**src/rtl/thhc_pkg.sv**
```systemverilog
// Package: shared types, register indexes and reset values for the torch height control.
package thhc_pkg;

  // Field widths
  localparam int unsigned VoltW   = 10;
  localparam int unsigned HystW   = 8;
  localparam int unsigned TicksW  = 16;
  localparam int unsigned CountW  = 16;
  localparam int unsigned CfgIdxW = 3;
  localparam int unsigned CfgDatW = 16;

  // Kerf wait parameter default; the value is truncated to TicksW bits
  localparam int unsigned KerfWaitDefault = 12;

  // Configuration register indexes
  localparam logic [CfgIdxW-1:0] RegSetPoint  = 3'd0;
  localparam logic [CfgIdxW-1:0] RegOnHyst    = 3'd1;
  localparam logic [CfgIdxW-1:0] RegOffHyst   = 3'd2;
  localparam logic [CfgIdxW-1:0] RegStabMs    = 3'd3;
  localparam logic [CfgIdxW-1:0] RegJumpLimit = 3'd4;

  // Register reset values
  localparam logic [VoltW-1:0]  SetPointRst  = 10'd512;
  localparam logic [HystW-1:0]  OnHystRst    = 8'd7;
  localparam logic [HystW-1:0]  OffHystRst   = 8'd3;
  localparam logic [TicksW-1:0] StabMsRst    = 16'd500;
  localparam logic [VoltW-1:0]  JumpLimitRst = 10'd21;

  localparam logic [TicksW-1:0] TicksMax = '1;

  typedef struct packed {
    logic [VoltW-1:0]  set_point;
    logic [HystW-1:0]  on_hysteresis;
    logic [HystW-1:0]  off_hysteresis;
    logic [TicksW-1:0] stabilize_ms;
    logic [VoltW-1:0]  kerf_jump_limit;
  } cfg_t;

  typedef struct packed {
    logic [VoltW-1:0] voltage;
    logic             torch_on;
    logic             arc_good;
  } item_t;

  typedef struct packed {
    logic              torch_up;
    logic              torch_down;
    logic              kerf_active;
    logic              control_active;
    logic              pierce_done;
    logic [CountW-1:0] pierce_total;
    logic              leave_cutting;
  } result_t;

endpackage

```
**src/rtl/thhc_if.sv**
```systemverilog
// Interfaces: valid/ready channels for tick items and control results.
interface thhc_in_if;
  logic                          valid;
  logic                          ready;
  logic [thhc_pkg::VoltW-1:0]    voltage;
  logic                          torch_on;
  logic                          arc_good;

  modport source (output valid, output voltage, output torch_on, output arc_good, input ready);
  modport sink   (input valid, input voltage, input torch_on, input arc_good, output ready);
endinterface

interface thhc_out_if;
  logic                          valid;
  logic                          ready;
  logic                          torch_up;
  logic                          torch_down;
  logic                          kerf_active;
  logic                          control_active;
  logic                          pierce_done;
  logic [thhc_pkg::CountW-1:0]   pierce_total;
  logic                          leave_cutting;

  modport source (output valid, output torch_up, output torch_down, output kerf_active,
                  output control_active, output pierce_done, output pierce_total,
                  output leave_cutting, input ready);
  modport sink   (input valid, input torch_up, input torch_down, input kerf_active,
                  input control_active, input pierce_done, input pierce_total,
                  input leave_cutting, output ready);
endinterface

```
**src/rtl/thhc_cfg.sv**
```systemverilog
// Configuration register file: five write-only setup registers.
module thhc_cfg (
  input  logic                           clk_i,
  input  logic                           rst_ni,
  input  logic                           cfg_we_i,
  input  logic [thhc_pkg::CfgIdxW-1:0]   cfg_idx_i,
  input  logic [thhc_pkg::CfgDatW-1:0]   cfg_data_i,
  output thhc_pkg::cfg_t                 cfg_o
);

  thhc_pkg::cfg_t cfg_q;

  // Register writes; unknown indexes are dropped
  always_ff @(posedge clk_i or negedge rst_ni) begin
    if (!rst_ni) begin
      cfg_q.set_point       <= thhc_pkg::SetPointRst;
      cfg_q.on_hysteresis   <= thhc_pkg::OnHystRst;
      cfg_q.off_hysteresis  <= thhc_pkg::OffHystRst;
      cfg_q.stabilize_ms    <= thhc_pkg::StabMsRst;
      cfg_q.kerf_jump_limit <= thhc_pkg::JumpLimitRst;
    end else if (cfg_we_i) begin
      case (cfg_idx_i)
        thhc_pkg::RegSetPoint:  cfg_q.set_point       <= cfg_data_i[thhc_pkg::VoltW-1:0];
        thhc_pkg::RegOnHyst:    cfg_q.on_hysteresis   <= cfg_data_i[thhc_pkg::HystW-1:0];
        thhc_pkg::RegOffHyst:   cfg_q.off_hysteresis  <= cfg_data_i[thhc_pkg::HystW-1:0];
        thhc_pkg::RegStabMs:    cfg_q.stabilize_ms    <= cfg_data_i[thhc_pkg::TicksW-1:0];
        thhc_pkg::RegJumpLimit: cfg_q.kerf_jump_limit <= cfg_data_i[thhc_pkg::VoltW-1:0];
        default: ;
      endcase
    end
  end

  assign cfg_o = cfg_q;

endmodule

```
**src/rtl/thhc_step.sv**
```systemverilog
// Control state and per-tick next-state logic: hysteresis drive, kerf detect, pierce count.
module thhc_step #(
  parameter int unsigned KERF_WAIT_MS = thhc_pkg::KerfWaitDefault
) (
  input  logic                clk_i,
  input  logic                rst_ni,
  input  logic                adv_i,
  input  thhc_pkg::item_t     item_i,
  input  thhc_pkg::cfg_t      cfg_i,
  output thhc_pkg::result_t   res_o
);

  localparam logic [thhc_pkg::TicksW-1:0] KerfWait = thhc_pkg::TicksW'(KERF_WAIT_MS);

  logic                          cutting_q, cutting_d;
  logic                          prev_arc_q;
  logic                          up_q, up_d, down_q, down_d, kerf_q, kerf_d, run_q, run_d;
  logic [thhc_pkg::TicksW-1:0]   stab_q, stab_d, kt_q, kt_d;
  logic [thhc_pkg::CountW-1:0]   cnt_q, cnt_d;
  logic                          pierce, leave;

  // Signed 12-bit views of voltage and thresholds
  logic signed [11:0] v_s, sp_s, on_s, off_s, delta;
  logic               go, delta_ge_kt, delta_gt_jump;

  assign v_s   = $signed({2'b00, item_i.voltage});
  assign sp_s  = $signed({2'b00, cfg_i.set_point});
  assign on_s  = $signed({4'b0000, cfg_i.on_hysteresis});
  assign off_s = $signed({4'b0000, cfg_i.off_hysteresis});
  assign delta = v_s - sp_s;

  // Next-state logic for one tick
  always_comb begin
    cutting_d = cutting_q;
    up_d      = up_q;
    down_d    = down_q;
    kerf_d    = kerf_q;
    run_d     = run_q;
    cnt_d     = cnt_q;
    pierce    = 1'b0;
    leave     = 1'b0;
    go        = 1'b0;
    stab_d    = (stab_q != thhc_pkg::TicksMax) ? stab_q + 1'b1 : stab_q;
    kt_d      = (kt_q != thhc_pkg::TicksMax) ? kt_q + 1'b1 : kt_q;

    // slope test (delta >= elapsed) and jump test, negative delta never fires
    delta_ge_kt   = !delta[11] && (thhc_pkg::TicksW'(delta[10:0]) >= kt_d);
    delta_gt_jump = !delta[11] && (delta[10:0] > {1'b0, cfg_i.kerf_jump_limit});

    // start of cutting
    if (!cutting_q && item_i.torch_on) begin
      cutting_d = 1'b1;
      up_d      = 1'b0;
      down_d    = 1'b0;
      kerf_d    = 1'b0;
      run_d     = 1'b0;
      stab_d    = '0;
    end

    if (cutting_d) begin
      if (item_i.arc_good && !prev_arc_q) begin
        pierce = 1'b1;
        cnt_d  = cnt_q + 1'b1;
      end
      if (!item_i.torch_on || !item_i.arc_good) begin
        up_d   = 1'b0;
        down_d = 1'b0;
        kerf_d = 1'b0;
        run_d  = 1'b0;
        if (!item_i.torch_on) begin
          cutting_d = 1'b0;
          leave     = 1'b1;
        end
      end else begin
        go = 1'b1;
        if (!run_d) begin
          if (kerf_d) begin
            if (v_s <= sp_s + (on_s <<< 1)) begin
              kerf_d = 1'b0;
              run_d  = 1'b1;
            end else begin
              go = 1'b0;
            end
          end else if (stab_d > cfg_i.stabilize_ms) begin
            run_d = 1'b1;
          end else begin
            go = 1'b0;
          end
        end

        // hysteresis regulation
        if (go) begin
          if (up_d) begin
            if (v_s >= sp_s - off_s) begin
              up_d = 1'b0; down_d = 1'b0; kerf_d = 1'b0; run_d = 1'b1;
            end
          end else if (v_s <= sp_s - on_s) begin
            up_d   = 1'b1;
            down_d = 1'b0;
          end else if (down_d) begin
            if (v_s <= sp_s + off_s) begin
              up_d = 1'b0; down_d = 1'b0; kerf_d = 1'b0; run_d = 1'b1;
            end else if (!kerf_d && (kt_d > KerfWait) && (delta_ge_kt || delta_gt_jump)) begin
              up_d = 1'b0; down_d = 1'b0; kerf_d = 1'b1; run_d = 1'b0;
            end
          end else if (v_s >= sp_s + on_s) begin
            up_d   = 1'b0;
            down_d = 1'b1;
            kt_d   = '0;
          end
        end
      end
    end
  end

  // State registers, updated once per transfer out of the input register
  always_ff @(posedge clk_i or negedge rst_ni) begin
    if (!rst_ni) begin
      cutting_q  <= 1'b0;
      prev_arc_q <= 1'b0;
      up_q       <= 1'b0;
      down_q     <= 1'b0;
      kerf_q     <= 1'b0;
      run_q      <= 1'b0;
      stab_q     <= '0;
      kt_q       <= '0;
      cnt_q      <= '0;
    end else if (adv_i) begin
      cutting_q  <= cutting_d;
      prev_arc_q <= item_i.arc_good;
      up_q       <= up_d;
      down_q     <= down_d;
      kerf_q     <= kerf_d;
      run_q      <= run_d;
      stab_q     <= stab_d;
      kt_q       <= kt_d;
      cnt_q      <= cnt_d;
    end
  end

  assign res_o.torch_up       = up_d;
  assign res_o.torch_down     = down_d;
  assign res_o.kerf_active    = kerf_d;
  assign res_o.control_active = run_d;
  assign res_o.pierce_done    = pierce;
  assign res_o.pierce_total   = cnt_d;
  assign res_o.leave_cutting  = leave;

endmodule

```
**src/rtl/torch_height_hysteresis_control_top.sv**
```systemverilog
// Top level: input register, control step, result register and configuration registers.
//
// Plasma torch height control. One tick item enters per clock cycle while input is not
// stalled: the item is captured in an input register, the control state is stepped by one
// tick as the item moves into the result register, and the result waits there until taken.
// Unstalled, the sustained rate is one item per cycle, as the state update is combinational;
// a stalled result stops input only once the input register is also full. The user must
// write configuration registers through cfg_we_i/cfg_idx_i/cfg_data_i while no item is in
// flight; the block itself leaves this to the user.
module torch_height_hysteresis_control_top #(
  parameter int unsigned KERF_WAIT_MS = thhc_pkg::KerfWaitDefault
) (
  input  logic                          clk_i,
  input  logic                          rst_ni,
  thhc_in_if.sink                       in_ch,
  thhc_out_if.source                    out_ch,
  input  logic                          cfg_we_i,
  input  logic [thhc_pkg::CfgIdxW-1:0]  cfg_idx_i,
  input  logic [thhc_pkg::CfgDatW-1:0]  cfg_data_i
);

  thhc_pkg::cfg_t    cfg;
  thhc_pkg::item_t   item_q;
  thhc_pkg::result_t res, res_q;
  logic              in_vld_q, out_vld_q, adv, in_take;

  // Advance when the input register holds an item and the result register is free or being emptied
  assign adv         = in_vld_q && (!out_vld_q || out_ch.ready);
  assign in_ch.ready = !in_vld_q || adv;
  assign in_take     = in_ch.valid && in_ch.ready;

  // Input register
  always_ff @(posedge clk_i or negedge rst_ni) begin
    if (!rst_ni) begin
      in_vld_q <= 1'b0;
    end else if (in_ch.ready) begin
      in_vld_q <= in_ch.valid;
    end
  end

  always_ff @(posedge clk_i) begin
    if (in_take) begin
      item_q.voltage  <= in_ch.voltage;
      item_q.torch_on <= in_ch.torch_on;
      item_q.arc_good <= in_ch.arc_good;
    end
  end

  thhc_cfg u_cfg (
    .clk_i      (clk_i),
    .rst_ni     (rst_ni),
    .cfg_we_i   (cfg_we_i),
    .cfg_idx_i  (cfg_idx_i),
    .cfg_data_i (cfg_data_i),
    .cfg_o      (cfg)
  );

  thhc_step #(
    .KERF_WAIT_MS (KERF_WAIT_MS)
  ) u_step (
    .clk_i  (clk_i),
    .rst_ni (rst_ni),
    .adv_i  (adv),
    .item_i (item_q),
    .cfg_i  (cfg),
    .res_o  (res)
  );

  // Result register
  always_ff @(posedge clk_i or negedge rst_ni) begin
    if (!rst_ni) begin
      out_vld_q <= 1'b0;
    end else if (!out_vld_q || out_ch.ready) begin
      out_vld_q <= in_vld_q;
    end
  end

  always_ff @(posedge clk_i) begin
    if (adv) begin
      res_q <= res;
    end
  end

  assign out_ch.valid          = out_vld_q;
  assign out_ch.torch_up       = res_q.torch_up;
  assign out_ch.torch_down     = res_q.torch_down;
  assign out_ch.kerf_active    = res_q.kerf_active;
  assign out_ch.control_active = res_q.control_active;
  assign out_ch.pierce_done    = res_q.pierce_done;
  assign out_ch.pierce_total   = res_q.pierce_total;
  assign out_ch.leave_cutting  = res_q.leave_cutting;

endmodule

```
**src/flat_wrapper.sv**
```systemverilog
// flat-port wrapper written by rule: the top's interface ports become plain ports
module torch_height_hysteresis_control_top_flat 
#(
  parameter int unsigned KERF_WAIT_MS = thhc_pkg::KerfWaitDefault
)
  (clk_i, rst_ni, cfg_we_i, cfg_idx_i, cfg_data_i, in_ch_valid, in_ch_voltage, in_ch_torch_on, in_ch_arc_good, in_ch_ready, out_ch_valid, out_ch_torch_up, out_ch_torch_down, out_ch_kerf_active, out_ch_control_active, out_ch_pierce_done, out_ch_pierce_total, out_ch_leave_cutting, out_ch_ready);
  thhc_in_if in_ch_i ();
  thhc_out_if out_ch_i ();
  input  logic clk_i;
  input  logic rst_ni;
  input  logic cfg_we_i;
  input  logic [thhc_pkg::CfgIdxW-1:0] cfg_idx_i;
  input  logic [thhc_pkg::CfgDatW-1:0] cfg_data_i;
  input wire logic [$bits(in_ch_i.valid)-1:0] in_ch_valid;
  input wire logic [$bits(in_ch_i.voltage)-1:0] in_ch_voltage;
  input wire logic [$bits(in_ch_i.torch_on)-1:0] in_ch_torch_on;
  input wire logic [$bits(in_ch_i.arc_good)-1:0] in_ch_arc_good;
  output wire logic [$bits(in_ch_i.ready)-1:0] in_ch_ready;
  output wire logic [$bits(out_ch_i.valid)-1:0] out_ch_valid;
  output wire logic [$bits(out_ch_i.torch_up)-1:0] out_ch_torch_up;
  output wire logic [$bits(out_ch_i.torch_down)-1:0] out_ch_torch_down;
  output wire logic [$bits(out_ch_i.kerf_active)-1:0] out_ch_kerf_active;
  output wire logic [$bits(out_ch_i.control_active)-1:0] out_ch_control_active;
  output wire logic [$bits(out_ch_i.pierce_done)-1:0] out_ch_pierce_done;
  output wire logic [$bits(out_ch_i.pierce_total)-1:0] out_ch_pierce_total;
  output wire logic [$bits(out_ch_i.leave_cutting)-1:0] out_ch_leave_cutting;
  input wire logic [$bits(out_ch_i.ready)-1:0] out_ch_ready;
  assign in_ch_i.valid = in_ch_valid;
  assign in_ch_i.voltage = in_ch_voltage;
  assign in_ch_i.torch_on = in_ch_torch_on;
  assign in_ch_i.arc_good = in_ch_arc_good;
  assign in_ch_ready = in_ch_i.ready;
  assign out_ch_valid = out_ch_i.valid;
  assign out_ch_torch_up = out_ch_i.torch_up;
  assign out_ch_torch_down = out_ch_i.torch_down;
  assign out_ch_kerf_active = out_ch_i.kerf_active;
  assign out_ch_control_active = out_ch_i.control_active;
  assign out_ch_pierce_done = out_ch_i.pierce_done;
  assign out_ch_pierce_total = out_ch_i.pierce_total;
  assign out_ch_leave_cutting = out_ch_i.leave_cutting;
  assign out_ch_i.ready = out_ch_ready;
  torch_height_hysteresis_control_top #(.KERF_WAIT_MS(KERF_WAIT_MS)) u_core (.clk_i(clk_i), .rst_ni(rst_ni), .in_ch(in_ch_i), .out_ch(out_ch_i), .cfg_we_i(cfg_we_i), .cfg_idx_i(cfg_idx_i), .cfg_data_i(cfg_data_i));
endmodule
```
**config.mk**
```make
export PLATFORM = sky130hd
export DESIGN_NAME = torch_height_hysteresis_control_top_flat
export DESIGN_NICKNAME = d
export VERILOG_FILES = /design/src/rtl/thhc_pkg.sv /design/src/rtl/thhc_if.sv /design/src/rtl/thhc_cfg.sv /design/src/rtl/thhc_step.sv /design/src/rtl/torch_height_hysteresis_control_top.sv /design/src/flat_wrapper.sv
export SDC_FILE = /design/constraint.sdc
export NUM_CORES = 1
export LEC_CHECK = 0
export BUFFER_PORTS_ARGS = -buffer_cell sky130_fd_sc_hd__buf_2
export CAP_MARGIN = 25
export CORE_ASPECT_RATIO = 0.75
export CORE_UTILIZATION = 45
export CTS_BUF_LIST = sky130_fd_sc_hd__clkbuf_4
export DETAILED_ROUTE_END_ITERATION = 8
export PLACE_DENSITY_LB_ADDON = 0.15
export SYNTH_ARGS = -nofsm -noshare
export SYNTH_HDL_FRONTEND = slang
export SYNTH_SLANG_ARGS = --single-unit
```
**constraint.sdc**
```tcl
create_clock -name clk_i -period 6.1 [get_ports clk_i]
set_input_delay 0 -clock clk_i [delete_from_list [all_inputs] [get_ports clk_i]]
set_output_delay 0 -clock clk_i [all_outputs]
set_load 0.05 [all_outputs]
```
==> impl_metrics.json <==
{
  "h-tree-depth": 4,
  "synthArstFlopShare": 0.761,
  "critPathLaunchType": "flop",
  "critical_path_required_ps": 6540,
  "rsz0062_at_grt": "no",
  "synth.distinct_cells": 75,
  "worst_ir_drop_vdd_mv": 0.179,
  "num-fill-cells": 2169,
  "power.total_w": 0.00408,
  "grt_max_degree": 72,
  "grt-ovfl-total": 0,
  "hold_viol": 0,
  "period_minus_slack_ps": 5050,
  "post-route-util": 0.524,
  "grt_pass1_vias": 8221,
  "cts_sinks": 142,
  "grt_pass1_wl_um": 45500,
  "worstSetupPathType": "flop to flop",
  "cpPeakStageDelay_ps": 690,
  "drive_gt1_frac": 0.116,
  "worstSkewPairLatency_ps": 580,
  "final_area_um2": 12300,
  "vias": 8962,
  "grt_usage": 0.237,
  "syn-cell-area_um2": 10900,
  "crit_slowest_cell": "nor4_4",
  "p_per_area_nw_per_um2": 332,
  "die-width_um": 182,
  "cp.arrival_ps": 5490,
  "tritoncts": "done",
  "drtIter0Drc": 824,
  "via_per_inst": 5.58,
  "io_buffers": 59,
  "wirelength_um": 28400,
  "syn_area_per_cell_um2": 9.09,
  "die-area_um2": 24900,
  "finalSetupViolCount": 0,
  "synth_top_area_frac": 0.213,
  "slew_headroom": 0.306,
  "postCtsSetupBuffers": 0,
  "place_hpwl_um": 21200,
  "area_delta_synth_final_pct": 12.6,
  "antenna_left": 0,
  "post-route-period-util": 0.828,
  "core_um2": 23400,
  "cp_cell_sequence": "inv_1, ha_1, nor2b_1, o21ai_0, a21oi_1, o21ai_0, a21oi_1, o21ai_0, nand2b_1, a211oi_1, xnor2_1, ha_1, o21a_1, o32ai_1, a21oi_1, o21ai_1, or3_1, nor4_4, buf_4, o31ai_1",
  "gp_congestion": 0.942,
  "synth-seq-area-share": 0.343,
  "cts_made_buffers": 17,
  "antenna_cells": 0,
  "r2r_slack_ps": 1050,
  "cp-end-kind": "flop",
  "finalMaxSlewViolations": 0,
  "fp.dieH_um": 137,
  "status": "complete, no violations",
  "routedWlPerCell_um": 17.7,
  "antenna_found_initial": 0,
  "num_rows": 48,
  "nets": 1475,
  "final-seq-area_um2": 3740,
  "final.setup.tns_ps": 0,
  "synth_edf_count": 34,
  "multi_input_area_um2": 6650,
  "ys_ff_latch": 142,
  "drt_pass1_iterations": 6,
  "cap_violations": 0,
  "ys_top_cells_by_area": "dfrtp_1 21%, ha_1 16%, edfxtp_1 9.4%, nand2_1 4.6%, xnor2_1 4.5%",
  "yosysTopAreaCell": "dfrtp_1",
  "place_area_um2": 11500,
  "cts-root-buf": "clkbuf_4",
  "synth-warning-count": 0,
  "mappedNetlistNets": 1381,
  "drc_errors": 0,
  "hold_path_class": "input pin to flop",
  "synthCells": 1200,
  "synth_flop_cell": "dfrtp_1",
  "initial_core_util": 0.466,
  "clock_skew_ps": 30.7,
  "clk_pin_slew_ps": 150,
  "ios": 60,
  "tightest_slew_ps": 1040,
  "yosysMostFrequentCell": "ha_1",
  "p_leak_nw": 5.63,
  "clockBufferDepth": 2,
  "clock.fmax_ghz": 0.198,
  "synth_commonest_cells": "139 x ha_1, 135 x nand2_1, 96 x inv_1",
  "crit_fanout": 13
}
==> kinds of logic (layout without fill, tap and decap cells) <==
| kind of cell | count (synthesis) | after routing | share of synthesized area |
|---|---|---|---|
| buf+inv | 134 | 241 | 0.0482 |
| fa+ha+maj | 145 | 145 | 0.170 |
| compound gates | 282 | 282 | 0.168 |
| xor+xnor | 88 | 88 | 0.0706 |
| flops | 142 | 142 | 0.343 |
| mux | 25 | 25 | 0.0253 |
| simple gates | 384 | 384 | 0.174 |
==> sequential cells by signal, indices dropped and copies added (netlist names), 12 cells and up <==
signal and flops:
u_core.item_q 12, u_core.out_ch.pierce_total 16, u_core.u_cfg.cfg_o 52, u_core.u_step.cnt_q 16, u_core.u_step.kt_q 16, u_core.u_step.stab_q 16
==> worst paths after layout <==
kind                                                      from                                   to  cells past startpoint
min reg2reg                u_core.u_step.cnt_q[15]$_DFFE_PN0P_  u_core.u_step.cnt_q[15]$_DFFE_PN0P_                      1
max reg2reg                 u_core.u_cfg.cfg_o[35]$_DFFE_PN1P_    u_core.u_step.kt_q[8]$_DFFE_PN0P_                     20
max                         u_core.u_cfg.cfg_o[35]$_DFFE_PN1P_    u_core.u_step.kt_q[8]$_DFFE_PN0P_                     20
min                                           in_ch_voltage[5]           u_core.item_q[7]$_DFFE_PP_                      2
min in group asynchronous                               rst_ni   u_core.u_cfg.cfg_o[15]$_DFFE_PN1P_                      3
max in group asynchronous                               rst_ni   u_core.u_cfg.cfg_o[26]$_DFFE_PN1P_                      5
==> layout make-up <==
type / instances / area share
inverters: 96 / 0.0293
repair buffers: 113 / 0.0687
well taps: 300 / 0.0306
clock inverters: 13 / 0.0134
multi-input cells: 924 / 0.542
clock buffers: 19 / 0.0116
flip-flops and latches: 142 / 0.305
==> metrics by stage <==
stage	std cells	worst slack [ps]	hold slack [ps]
after floorplan	1200	1960	-296
after global placement	1528	1220	7.88
after detailed placement	1529	1100	16.7
after CTS	1603	1080	23.5
after global routing	1607	509	70.0
final	1607	1050	124
==> where the power goes <==
| group | internal, W | switching, W | leakage (nW) | total [W] |
|---|---|---|---|---|
| Sequential | 0.00113 | 0.000167 | 1.70 | 0.00129 |
| Clock | 0.000295 | 0.000381 | 0.156 | 0.000676 |
| Combinational | 0.000902 | 0.00121 | 3.78 | 0.00211 |
==> routing by layer <==
metal / vias to the layer above / track usage / share of wire
li1: 4462 / - / -
met1: 4198 / 0.377 / 0.53
met2: 273 / 0.321 / 0.39
met3: 29 / 0.0482 / 0.068
met4: 0 / 0.0523 / 0.011
met5: - / 0 / 0
==> cell usage in the layout, fill, tap and decap left out, types with 12 or more instances in the layout <==
| cell type | netlist | layout |
|---|---|---|
| xnor2_1 | 56 | 56 |
| nand2_1 | 135 | 135 |
| nand3_1 | 36 | 36 |
| a21o_1 | 22 | 22 |
| ha_1 | 139 | 139 |
| nor3_1 | 19 | 18 |
| nor2_1 | 70 | 70 |
| dfrtp_1 | 93 | 93 |
| buf_2 | 8 | 58 |
| a21oi_1 | 55 | 55 |
| nor2b_1 | 20 | 20 |
| nand4_1 | 19 | 19 |
| and3_1 | 18 | 18 |
| o31ai_1 | 21 | 21 |
| mux2_2 | 20 | 20 |
| inv_1 | 96 | 95 |
| nand2b_1 | 25 | 25 |
| edfxtp_1 | 34 | 34 |
| xor2_1 | 32 | 32 |
| o21ai_0 | 77 | 77 |
| clkbuf_4 | 0 | 19 |
| dlygate4sd3_1 | 0 | 43 |
| o21a_1 | 12 | 12 |
| dfstp_2 | 15 | 15 |
==> critical path: cells and delay by family (launching register included) <==
kind                     cells  cell delay [ps]
buffers and inverters        2              380
AO/OA/AOI/OAI               11             1850
flip-flops                   1              590
AND/OR/NAND/NOR              4             1360
XOR/XNOR                     1              100
adder cells (fa/ha/maj)      2              640
==> timing repair <==
| item | in CTS | in global routing |
|---|---|---|
| gates resized for setup | 0 | 0 |
| endpoints found under the hold margin | 103 | 2 |
| hold buffers | 42 | 2 |
(Power assumes the default switching activity.)
